===== src/cnt_pkg.sv =====
// Shared types, widths and constants of the coverage normalize and transfer block.
`default_nettype none

package cnt_pkg;

	localparam int RAW_W      = 8;
	localparam int COV_W      = 8;
	localparam int LVL_W      = 9;
	localparam int STR_W      = 17;
	localparam int CFG_IDX_W  = 1;
	localparam int CFG_DATA_W = 17;
	localparam int NUM_STAGES = 8;

	typedef logic [RAW_W-1:0]      raw_t;
	typedef logic [COV_W-1:0]      cov_t;
	typedef logic [LVL_W-1:0]      lvl_t;
	typedef logic [STR_W-1:0]      str_t;
	typedef logic [CFG_IDX_W-1:0]  cfg_idx_t;
	typedef logic [CFG_DATA_W-1:0] cfg_data_t;

	typedef enum logic [CFG_IDX_W-1:0] {
		CFG_GRAY_LEVELS = 1'b0,
		CFG_CURVE_GAIN  = 1'b1
	} cfg_reg_t;

	localparam cov_t COV_MAX   = 8'd255;
	localparam lvl_t LVL_RESET = 9'd256;
	localparam str_t STR_RESET = 17'd0;

	// Half of 65536*255, added before the curve term is divided down.
	localparam logic [31:0] CURVE_HALF = 32'd8355840;

endpackage

`default_nettype wire


===== src/cnt_intf.sv =====
// Valid/ready channel interfaces for samples, results and configuration writes.
`default_nettype none

interface cnt_sample_if;
	logic            valid;
	logic            ready;
	cnt_pkg::raw_t   raw_level;
	modport source (output valid, output raw_level, input ready);
	modport sink (input valid, input raw_level, output ready);
endinterface

interface cnt_result_if;
	logic            valid;
	logic            ready;
	cnt_pkg::cov_t   coverage_out;
	modport source (output valid, output coverage_out, input ready);
	modport sink (input valid, input coverage_out, output ready);
endinterface

interface cnt_cfg_if;
	logic                valid;
	logic                ready;
	cnt_pkg::cfg_idx_t   index;
	cnt_pkg::cfg_data_t  data;
	modport source (output valid, output index, output data, input ready);
	modport sink (input valid, input index, input data, output ready);
endinterface

`default_nettype wire


===== src/coverage_normalize_transfer.sv =====
// Top level: rescales a coverage sample to 0..255 and applies the contrast curve.
//
//   channel   dir   modport   beat contents
//   sample    in    sink      raw_level (8 bits)
//   result    out   source    coverage_out (8 bits)
//   cfg       in    sink      index (1 bit), data (17 bits); ready is always high
//
// Eight register stages; one sample accepted every cycle unless the result channel stalls the pipeline.
// The rescale divider resolves three, three and two quotient bits in stages two to four;
// the curve product and its divide by 255 take stages five to eight.
// Each stage moves on when it is empty or the one after it moves, so bubbles close up.
// Reset clears valid bits and sets gray_levels to 256 and the curve strength to 0.
`default_nettype none

module coverage_normalize_transfer (
	input  logic          clk,
	input  logic          arst_n,
	cnt_sample_if.sink    sample,
	cnt_result_if.source  result,
	cnt_cfg_if.sink       cfg
);
	import cnt_pkg::*;

	lvl_t gray_levels_q;
	str_t strength_q;

	logic vld_s1, vld_s2, vld_s3, vld_s4, vld_s5, vld_s6, vld_s7, vld_s8;
	logic ld1, ld2, ld3, ld4, ld5, ld6, ld7, ld8;

	raw_t        v_s1, v_s2, v_s3;
	logic        byp_s1, byp_s2, byp_s3;
	logic        ovf_s1, ovf_s2, ovf_s3;
	logic [9:0]  den_s1, den_s2, den_s3;
	logic [16:0] rem_s1, rem_s2, rem_s3;
	cov_t        quo_s2, quo_s3;
	cov_t        n_s4, n_s5, n_s6, n_s7;
	logic [13:0] p_s5;
	logic [30:0] m_s6;
	logic [15:0] y_s7;
	cov_t        q0_s7;
	cov_t        cov_s8;

	logic        bypass;
	lvl_t        dmin;
	logic [9:0]  den_c;
	logic [16:0] num_c;
	logic [17:0] lim_c;
	logic [16:0] rem2_c, rem3_c, rem4_c;
	logic [2:0]  qb2_c, qb3_c;
	logic [1:0]  qb4_c;
	cov_t        quo4_c, n4_c;
	logic [15:0] prod5_c;
	logic [31:0] x7_c;
	logic [23:0] y257_c;
	logic [15:0] q255_c, rem8_c;
	cov_t        r8_c;
	logic [8:0]  t8_c;

	// One restoring division step at quotient bit sh; returns {remainder, bit}.
	function automatic logic [17:0] div_step(logic [16:0] rem, logic [9:0] den, int sh);
		logic [16:0] trial;
		trial = {7'b0, den} << sh;
		if (rem >= trial)
			return {rem - trial, 1'b1};
		else
			return {rem, 1'b0};
	endfunction

	// Configuration registers.
	assign cfg.ready = 1'b1;

	always_ff @(posedge clk or negedge arst_n) begin
		if (!arst_n) begin
			gray_levels_q <= LVL_RESET;
			strength_q    <= STR_RESET;
		end else if (cfg.valid && cfg.ready) begin
			case (cfg_reg_t'(cfg.index))
				CFG_GRAY_LEVELS: gray_levels_q <= cfg.data[LVL_W-1:0];
				CFG_CURVE_GAIN:  strength_q    <= cfg.data[STR_W-1:0];
				default: ;
			endcase
		end
	end

	// Stage handshake: a stage loads when it is empty or its successor loads.
	assign ld8 = !vld_s8 || result.ready;
	assign ld7 = !vld_s7 || ld8;
	assign ld6 = !vld_s6 || ld7;
	assign ld5 = !vld_s5 || ld6;
	assign ld4 = !vld_s4 || ld5;
	assign ld3 = !vld_s3 || ld4;
	assign ld2 = !vld_s2 || ld3;
	assign ld1 = !vld_s1 || ld2;
	assign sample.ready = ld1;

	always_ff @(posedge clk or negedge arst_n) begin
		if (!arst_n) begin
			vld_s1 <= 1'b0;
			vld_s2 <= 1'b0;
			vld_s3 <= 1'b0;
			vld_s4 <= 1'b0;
			vld_s5 <= 1'b0;
			vld_s6 <= 1'b0;
			vld_s7 <= 1'b0;
			vld_s8 <= 1'b0;
		end else begin
			if (ld1) vld_s1 <= sample.valid;
			if (ld2) vld_s2 <= vld_s1;
			if (ld3) vld_s3 <= vld_s2;
			if (ld4) vld_s4 <= vld_s3;
			if (ld5) vld_s5 <= vld_s4;
			if (ld6) vld_s6 <= vld_s5;
			if (ld7) vld_s7 <= vld_s6;
			if (ld8) vld_s8 <= vld_s7;
		end
	end

	// Stage 1: rounded rescale numerator 510*v + d over denominator 2*d.
	always_comb begin
		bypass = (gray_levels_q <= 9'd1) || (gray_levels_q == LVL_RESET);
		dmin   = gray_levels_q - 9'd1;
		den_c  = {dmin, 1'b0};
		num_c  = ({9'b0, sample.raw_level} << 9) - ({9'b0, sample.raw_level} << 1)
		         + {8'b0, dmin};
		lim_c  = {den_c, 8'b0};
	end

	always_ff @(posedge clk) begin
		if (ld1) begin
			v_s1   <= sample.raw_level;
			byp_s1 <= bypass;
			den_s1 <= den_c;
			rem_s1 <= num_c;
			// Quotient of 256 or more saturates.
			ovf_s1 <= {1'b0, num_c} >= lim_c;
		end
	end

	// Stages 2 to 4: quotient bits 7..5, 4..2 and 1..0.
	always_comb begin
		{rem2_c, qb2_c[2]} = div_step(rem_s1, den_s1, 7);
		{rem2_c, qb2_c[1]} = div_step(rem2_c, den_s1, 6);
		{rem2_c, qb2_c[0]} = div_step(rem2_c, den_s1, 5);
		{rem3_c, qb3_c[2]} = div_step(rem_s2, den_s2, 4);
		{rem3_c, qb3_c[1]} = div_step(rem3_c, den_s2, 3);
		{rem3_c, qb3_c[0]} = div_step(rem3_c, den_s2, 2);
		{rem4_c, qb4_c[1]} = div_step(rem_s3, den_s3, 1);
		{rem4_c, qb4_c[0]} = div_step(rem4_c, den_s3, 0);
		quo4_c = {quo_s3[7:2], qb4_c};
		if (byp_s3)
			n4_c = v_s3;
		else if (ovf_s3)
			n4_c = COV_MAX;
		else
			n4_c = quo4_c;
	end

	always_ff @(posedge clk) begin
		if (ld2) begin
			v_s2   <= v_s1;
			byp_s2 <= byp_s1;
			ovf_s2 <= ovf_s1;
			den_s2 <= den_s1;
			rem_s2 <= rem2_c;
			quo_s2 <= {qb2_c, 5'b0};
		end
		if (ld3) begin
			v_s3   <= v_s2;
			byp_s3 <= byp_s2;
			ovf_s3 <= ovf_s2;
			den_s3 <= den_s2;
			rem_s3 <= rem3_c;
			quo_s3 <= {quo_s2[7:5], qb3_c, 2'b0};
		end
		if (ld4)
			n_s4 <= n4_c;
	end

	// Stages 5 to 8: r = round(s*n*(255-n) / (65536*255)), then n + r clamped.
	always_comb begin
		prod5_c = n_s4 * (COV_MAX - n_s4);
		x7_c    = {1'b0, m_s6} + CURVE_HALF;
		// y*257/65536 is the quotient by 255 or one below it.
		y257_c  = {x7_c[31:16], 8'b0} + {8'b0, x7_c[31:16]};
		q255_c  = {q0_s7, 8'b0} - {8'b0, q0_s7};
		rem8_c  = y_s7 - q255_c;
		r8_c    = (rem8_c >= {8'b0, COV_MAX}) ? q0_s7 + 8'd1 : q0_s7;
		t8_c    = {1'b0, n_s7} + {1'b0, r8_c};
	end

	always_ff @(posedge clk) begin
		if (ld5) begin
			n_s5 <= n_s4;
			p_s5 <= prod5_c[13:0];
		end
		if (ld6) begin
			n_s6 <= n_s5;
			m_s6 <= strength_q * p_s5;
		end
		if (ld7) begin
			n_s7  <= n_s6;
			y_s7  <= x7_c[31:16];
			q0_s7 <= y257_c[23:16];
		end
		if (ld8)
			cov_s8 <= (t8_c > {1'b0, COV_MAX}) ? COV_MAX : t8_c[7:0];
	end

	assign result.valid        = vld_s8;
	assign result.coverage_out = cov_s8;

endmodule

`default_nettype wire


===== src/flat_wrapper.sv =====
// flat-port wrapper written by rule: the top's interface ports become plain ports
module coverage_normalize_transfer_flat import cnt_pkg::*;
  (clk, arst_n, sample_valid, sample_raw_level, sample_ready, result_valid, result_coverage_out, result_ready, cfg_valid, cfg_index, cfg_data, cfg_ready);
  cnt_sample_if sample_i ();
  cnt_result_if result_i ();
  cnt_cfg_if cfg_i ();
  input  logic clk;
  input  logic arst_n;
  input wire logic [$bits(sample_i.valid)-1:0] sample_valid;
  input wire logic [$bits(sample_i.raw_level)-1:0] sample_raw_level;
  output wire logic [$bits(sample_i.ready)-1:0] sample_ready;
  output wire logic [$bits(result_i.valid)-1:0] result_valid;
  output wire logic [$bits(result_i.coverage_out)-1:0] result_coverage_out;
  input wire logic [$bits(result_i.ready)-1:0] result_ready;
  input wire logic [$bits(cfg_i.valid)-1:0] cfg_valid;
  input wire logic [$bits(cfg_i.index)-1:0] cfg_index;
  input wire logic [$bits(cfg_i.data)-1:0] cfg_data;
  output wire logic [$bits(cfg_i.ready)-1:0] cfg_ready;
  assign sample_i.valid = sample_valid;
  assign sample_i.raw_level = sample_raw_level;
  assign sample_ready = sample_i.ready;
  assign result_valid = result_i.valid;
  assign result_coverage_out = result_i.coverage_out;
  assign result_i.ready = result_ready;
  assign cfg_i.valid = cfg_valid;
  assign cfg_i.index = cfg_index;
  assign cfg_i.data = cfg_data;
  assign cfg_ready = cfg_i.ready;
  coverage_normalize_transfer u_core (.clk(clk), .arst_n(arst_n), .sample(sample_i), .result(result_i), .cfg(cfg_i));
endmodule

===== config.mk =====
export PLATFORM = sky130hd
export DESIGN_NAME = coverage_normalize_transfer_flat
export DESIGN_NICKNAME = d
export VERILOG_FILES = /design/src/cnt_pkg.sv /design/src/cnt_intf.sv /design/src/coverage_normalize_transfer.sv /design/src/flat_wrapper.sv
export SDC_FILE = /design/constraint.sdc
export NUM_CORES = 1
export LEC_CHECK = 0
export BUFFER_PORTS_ARGS = -buffer_cell sky130_fd_sc_hd__buf_2
export CAP_MARGIN = 20
export CORE_MARGIN = 2
export CORE_UTILIZATION = 45
export DETAILED_ROUTE_END_ITERATION = 7
export REMOVE_ABC_BUFFERS = 1
export SKIP_LAST_GASP = 1
export SLEW_MARGIN = 20
export SYNTH_ARGS = -nofsm -noshare
export SYNTH_HDL_FRONTEND = slang
export SYNTH_SLANG_ARGS = --single-unit

===== constraint.sdc =====
create_clock -name clk -period 6.5 [get_ports clk]
set_clock_uncertainty 0.05 [all_clocks]
set_input_delay 0.975 -clock clk [delete_from_list [all_inputs] [get_ports clk]]
set_output_delay 0.975 -clock clk [all_outputs]
set_load 0.05 [all_outputs]

==> results of run 1 <==
-- layer usage --
metal	GRT usage (%)	share of wire [%]	up-vias	routed length [µm]
li1	-	-	8017	-
met1	28.1	47	7973	24600
met2	32.7	46	350	24000
met3	3.01	5.0	67	2600
met4	4.09	1.7	0	869
met5	0	0	-	0
-- cell families (layout without fill, tap and decap cells) --
logic type | after synthesis | count (layout) | synth area share, %
adders and majority gates | 472 | 472 | 32.0
buffers and inverters | 424 | 635 | 7.05
AOI/OAI and AO/OA | 309 | 309 | 8.45
muxes | 65 | 65 | 3.15
DFF | 241 | 241 | 30.5
and+or+nand+nor | 657 | 657 | 14.2
xor gates and xnor gates | 123 | 123 | 4.65
other | 1 | 1 | 0.0162
-- stage by stage --
stage | hold WS (ns) | setup TNS [ns]
final | 0.353 | 0
after global routing | 0.372 | -1.07
after CTS | 0.349 | 0
after detailed placement | 0.355 | -0.164
after global placement | 0.352 | -0.0628
after floorplan | 0.350 | -15.42
-- sequential cells by signal, summed over array words and instances, names as in the netlist, 9 cells and up --
signal,count
u_core.p_s5,13
u_core.strength_q,17
u_core.gray_levels_q,9
u_core.rem_s2,17
u_core.y_s7,16
u_core.rem_s3,17
u_core.m_s6,16
u_core.rem_s1,17
-- cell usage after synthesis (33+ instances only) --
cell / n
dfrtp_1: 33
mux2_2: 46
fa_1: 200
ha_1: 272
nand2b_1: 38
nor2_1: 117
edfxtp_1: 207
o21ai_0: 85
nand2_1: 242
inv_1: 364
xnor2_1: 87
clkbuf_1: 48
xor2_1: 36
and2_1: 100
a21oi_1: 77
-- placed cells by master (no fill, tap or decap), types with 7 or more instances in the layout --
master and n:
nand2b_1 37, buf_4 171, edfxtp_1 207, nor3_1 23, a21oi_1 71, o21ai_0 75, o21bai_1 9, or4_1 7
xor2_1 36, o21a_1 27, fa_1 200, clkbuf_16 27, nand3_1 27, nand4_1 16, a31oi_1 11, buf_2 41
xnor2_1 87, mux2i_1 14, o21ai_1 7, inv_1 364, o31ai_1 7, nor4_1 12, mux2_2 46, nor2b_1 29
and2_1 100, nand2_1 242, dfrtp_1 28, a21oi_2 8, a21o_1 32, ha_1 271, nor2_1 116
-- how the worst max path moves through the flow --
stage	end	cells past startpoint	slack, ns	start
after floorplan	u_core.rem_s3[5]$_DFFE_PP_	28	-1.15	u_core.rem_s2[0]$_DFFE_PP_
after global placement	u_core.m_s6[30]$_DFFE_PP_	21	-0.06	u_core.strength_q[4]$_DFFE_PN0P_
after detailed placement	u_core.m_s6[30]$_DFFE_PP_	21	-0.05	u_core.strength_q[4]$_DFFE_PN0P_
after CTS	u_core.m_s6[30]$_DFFE_PP_	21	0.007	u_core.strength_q[5]$_DFFE_PN0P_
after global routing	u_core.rem_s3[8]$_DFFE_PP_	28	-0.11	u_core.rem_s2[0]$_DFFE_PP_
final	u_core.rem_s3[7]$_DFFE_PP_	28	0.19	u_core.rem_s2[0]$_DFFE_PP_
-- cell type report --
type / count / area (µm²) / share of cell area [%]
Clock buffer: 33 / 698 / 2.65
Clock inverter: 15 / 155 / 0.589
Inverter: 369 / 1390 / 5.26
Multi-Input combinational cell: 1627 / 14600 / 55.4
Sequential cell: 241 / 7070 / 26.9
Tap cell: 680 / 851 / 3.23
Timing Repair Buffer: 218 / 1590 / 6.04
-- repair_timing --
action	4_1_cts	5_1_grt
gates resized for setup	2	42
pin swaps	0	11
buffers inserted	0	23
gates cloned	0	1
setup endpoints to repair	5	32
hold buffers	0	0
==> summary.md, run 1 <==
| Metric | Value |
|---|---|
| Max Cap Viol | `0` |
| Sequential-to-total area share from yosys stat | `30.5%` |
| Initial DRC Count | `897` |
| Fmax | `158 MHz` |
| Clk_lat worst skew | `0.55 ns` |
| Worst R2R Start | `u_core.rem_s2[0]$_DFFE_PP_` |
| Final HPWL DP | `42700 µm` |
| ANT nets after route | `0` |
| Root Driver | `clkbuf_16` |
| DRC Markers | `0` |
| Hold path depth | `0` |
| Filler instances | `4644` |
| Design Area, Final | `26300 µm²` |
| I/O pin count | `42` |
| CTS tree | `built` |
| Area Growth Syn to Fin | `13.8%` |
| Layout cells sized above 1 | `14.6%` |
| Vias after detailed routing | `16400` |
| Buf/Inv on CP | `4` |
| Post-layout util | `51.6%` |
| Die height | `231 µm` |
| Avg Cell Area, Syn | `10.1 µm²` |
| CP Max Fanout | `6` |
| Top cell type by total area after synthesis | `edfxtp_1` |
| Yosys warning count | `0` |
| Largest net degree at the start of global routing | `43` |
| Hold path startpoint | `u_core.v_s2[2]$_DFFE_PP_` |
| Cell count after synthesis | `2292` |
| Clock Sink Count | `241` |
| Inst Count DP | `3111` |
| Dominant cells by area after synthesis | `edfxtp_1, fa_1, ha_1, inv_1, nand2_1` |
| Main flop type after synthesis | `edfxtp_1` |
| Asr flop ratio synth | `14.1%` |
| Worst hold path class | `reg -> reg` |
| Worst Slack Setup Final | `0.190 ns` |
| Worst setup SP type | `register` |
| # diodes | `0` |
| Via/cell ratio | `5.15` |
| Dpl ws | `-0.0506 ns` |
| Reg-to-Reg End | `u_core.rem_s3[7]$_DFFE_PP_` |
| I/O Buffers | `40` |
| Final setup vio count | `0` |
| GR Overflow Total | `0` |
| Final wirelength | `52100 µm` |
| Vias in the first global route | `16900` |
| Placed Area | `25200 µm²` |
| CP Capture Type | `register` |
| GPL Wtd Cong | `0.875` |
| First-pass GRT wire length | `85700 µm` |
| Critical-path top delay cell | `edfxtp_1` |
| Wire per inst | `16.4 µm` |
| R2R setup slack | `0.19 ns` |
| Synthesized area | `23200 µm²` |
| Core footprint | `51100 µm²` |
| Critical path class | `reg -> reg` |
| H-tree depth | `1` |
| Fin crit period | `6.31 ns` |
| Die area | `53300 µm²` |
| TritonRoute pass-1 iters | `6` |
| Period Utilization, post-route | `97.1%` |
| Clk pin slew, worst setup/hold paths | `0.06 ns` |
| Width of the die | `231 µm` |
| Yosys reg bits | `241` |
| Final Hold Viols | `0` |
| Longest Clk Path Bufs | `3` |
| Reg2Reg Depth | `28` |
| Share of the synthesized area in the top cell type | `26.8%` |
| Rows | `83` |
| Starting Density | `45.3%` |
| CTS buffer count | `26` |
| Required time worst endpoint | `6.75 ns` |
| Outcome | `finished, final reports clean` |
| CP max stage delay | `0.41 ns` |
| Post-Layout Cell Count | `3183` |
| EDFF count, synth | `207` |
| Crit path DAT | `6.56 ns` |
| GR Util All Layers | `19.9%` |
| Final #Nets | `2986` |
| Slew @ Worst Pin | `1.00 ns` |
| Final Max Slew Viols | `0` |
| CP top delay family | `compound AO/OA/AOI/OAI gates` |
| Initial antenna violation count | `3` |
| Hold Path End | `u_core.v_s3[2]$_DFFE_PP_` |
| Synth cell types | `84` |
| Relative slew slack | `33.2%` |
Power of run 1 is not shown: default switching activity piles up to over one toggle a cycle in this logic, so the estimate is an artifact.
==> run 2, diff against run 1 <==
--- a/config.mk
+++ b/config.mk
@@ -8,7 +8,7 @@
 export BUFFER_PORTS_ARGS = -buffer_cell sky130_fd_sc_hd__buf_2
 export CAP_MARGIN = 20
 export CORE_MARGIN = 2
-export CORE_UTILIZATION = 45
+export CORE_UTILIZATION = 44
 export DETAILED_ROUTE_END_ITERATION = 7
 export REMOVE_ABC_BUFFERS = 1
 export SKIP_LAST_GASP = 1
==> constraint.sdc (replaced) <==
create_clock -name clk -period 6.15 [get_ports clk]
set_clock_uncertainty 0.05 [all_clocks]
set_input_delay 0.9225 -clock clk [delete_from_list [all_inputs] [get_ports clk]]
set_output_delay 0.9225 -clock clk [all_outputs]
set_load 0.05 [all_outputs]
==> run 2 against run 1 <==
Against the previous run:
- count of clock-buffer cells in the layout shrank 4
- core utilization grew 2.0 points
- maximum frequency grew 3.3%
- critical path type unchanged
- largest cell class unchanged
==> summary.md, run 2 (synthesized netlist as in run 1, its figures left out) <==
| Metric | Value |
|---|---|
| Period Utilization, post-route | `99.3%` |
| Area Growth Syn to Fin | `21.0%` |
| Width of the die | `233 µm` |
| Most common cell after layout, fill and taps aside | `inv_1` |
| Design Area, Final | `28000 µm²` |
| Fmax | `164 MHz` |
| Vias after detailed routing | `17000` |
| GR Util met2 | `33.4%` |
| CP Cell Sequence | `buf_4 > buf_4 > nand2_1 > fa_1 > inv_1 > fa_1 > fa_1 > inv_1 > fa_1 > fa_1 > inv_1 > ha_1 > ha_4 > a211oi_2 > nand2_1 > a221o_1 > a2111oi_4 > buf_4 > nor2_1 > o21a_1 > o21a_1 > nor2_2 > xnor2_1` |
| GR Layer Usage met3 | `2.83%` |
| CP Max Fanout | `5` |
| Worst setup SP type | `register` |
| Starting Density | `44.2%` |
| First-pass GRT wire length | `87800 µm` |
| Final Hold Viols | `0` |
| Initial antenna violation count | `0` |
| Inst Count DP | `3246` |
| Final #Nets | `3126` |
| Final wirelength | `53600 µm` |
| Placed Area | `26100 µm²` |
| Post-Layout Cell Count | `3332` |
| Required time worst endpoint | `6.39 ns` |
| Root Driver | `clkbuf_16` |
| Clk_lat worst skew | `0.55 ns` |
| CP Capture Type | `register` |
| Dpl ws | `-0.390 ns` |
| Crit path DAT | `6.35 ns` |
| Longest Clk Path Bufs | `3` |
| Critical path class | `reg -> reg` |
| Relative slew slack | `33.2%` |
| RSZ-0062 raised after global routing | `yes` |
| GR Overflow Total | `0` |
| # hold bufs at CTS | `0` |
| H-tree depth | `1` |
| R2R setup slack | `0.04 ns` |
| Reg2Reg Depth | `23` |
| CP max stage delay | `0.60 ns` |
| DRC Markers | `0` |
| I/O pin count | `42` |
| Core footprint | `52300 µm²` |
| Largest net degree at the start of global routing | `44` |
| Die area | `54500 µm²` |
| Commonest non-fill, non-tap cells in the layout | `inv_1, buf_4, ha_1` |
| Vias in the first global route | `17500` |
| # diodes | `0` |
| Clock Sink Count | `241` |
| Layout cells sized above 1 | `21.7%` |
| Fin crit period | `6.11 ns` |
| GPL Wtd Cong | `0.857` |
| Final setup vio count | `0` |
| TritonRoute pass-1 iters | `5` |
| CTS tree | `built` |
| Most frequent CP cell | `fa_1` |
| Worst Slack Setup Final | `0.0410 ns` |
| Worst R2R Start | `u_core.p_s5[2]$_DFFE_PP_` |
| Rows | `84` |
| Final Max Slew Viols | `0` |
| Die height | `233 µm` |
| Reg-to-Reg End | `u_core.m_s6[25]$_DFFE_PP_` |
| Met1 Resource Use GR | `28.3%` |
| Final HPWL DP | `43800 µm` |
| Critical-path top delay cell | `fa_1` |
| Hold Path End | `u_core.ovf_s3$_DFFE_PP_` |
| Initial DRC Count | `955` |
| Hold slack | `0.368 ns` |
| Max Cap Viol | `0` |
| Hold path startpoint | `u_core.ovf_s2$_DFFE_PP_` |
| Hold path depth | `0` |
| I/O Buffers | `40` |
| GRT Max-Usage Layer | `met2` |
| Wire per inst | `16.1 µm` |
| Via/cell ratio | `5.10` |
| CTS buffer count | `27` |
| Outcome | `finished, final reports clean` |
| Slew @ Worst Pin | `1.00 ns` |
| Clk pin slew, worst setup/hold paths | `0.06 ns` |
| ANT nets after route | `0` |
| GR Util All Layers | `20.1%` |
| Worst hold path class | `reg -> reg` |
[run 2: cell types whose count changed in the layout (fill, tap and decap cells not counted), moves of 8 or more]
| cell | before | now |
|---|---|---|
| buf_4 | 171 | 293 |
| buf_6 | 2 | 21 |
| ha_1 | 271 | 254 |
| ha_4 | 0 | 14 |
| nand2_1 | 242 | 234 |
| nand2_2 | 1 | 9 |
| o21ai_0 | 75 | 64 |
| o21ai_2 | 4 | 12 |
[run 2: repair_timing]
item,in CTS,in global routing
gates resized for setup,38,122
endpoints found under the setup margin,32,42
buffers inserted,10,26
pin swaps,25,78
endpoints found under the hold margin,0,0
cloned,1,0
[run 2: worst max path at each step]
stage                     cells past startpoint                              from                         end  slack, ns
after floorplan                              28        u_core.rem_s2[0]$_DFFE_PP_  u_core.rem_s3[5]$_DFFE_PP_      -1.50
after global placement                       28        u_core.den_s2[9]$_DFFE_PP_  u_core.rem_s3[8]$_DFFE_PP_      -0.22
after detailed placement                     29        u_core.den_s2[6]$_DFFE_PP_  u_core.rem_s3[5]$_DFFE_PP_      -0.39
after CTS                                    21  u_core.strength_q[4]$_DFFE_PN0P_   u_core.m_s6[25]$_DFFE_PP_      0.006
after global routing                         28        u_core.den_s2[6]$_DFFE_PP_  u_core.rem_s3[9]$_DFFE_PP_      -0.22
final                                        23          u_core.p_s5[2]$_DFFE_PP_   u_core.m_s6[25]$_DFFE_PP_       0.04
[run 2: worst max-delay path, delay by kind of cell, from the launching register on]
kind	cells	cell delay [ns]
fa+ha+maj	7	3.12
xor+xnor	1	0.09
buf+inv	6	0.62
compound gates	5	1.20
flops	1	0.46
simple gates	4	0.31
[run 2: layout make-up]
| class | instances | area [µm²] |
|---|---|---|
| tap | 688 | 861 |
| clock buffer | 29 | 693 |
| fill | 4709 | 24300 |
| multi-input combinational | 1627 | 15000 |
| inverter | 369 | 1390 |
| clock inverter | 21 | 287 |
| sequential | 241 | 7070 |
| timing repair buffer | 357 | 2700 |
[run 2: per-stage QoR]
stage / util [%] / setup TNS (ns)
after global placement: 49.9 / -2.83
after detailed placement: 49.9 / -6.75
after CTS: 52.2 / 0
after floorplan: - / -25.11
final: 53.5 / 0
after global routing: 53.5 / -2.77
[run 2: metal layers]
layer / vias up / routed length (µm)
met5: - / 0
met2: 319 / 25100
met3: 48 / 2390
met1: 8303 / 25400
li1: 8315 / -
met4: 0 / 721
Power of run 2 is left out for the same reason.
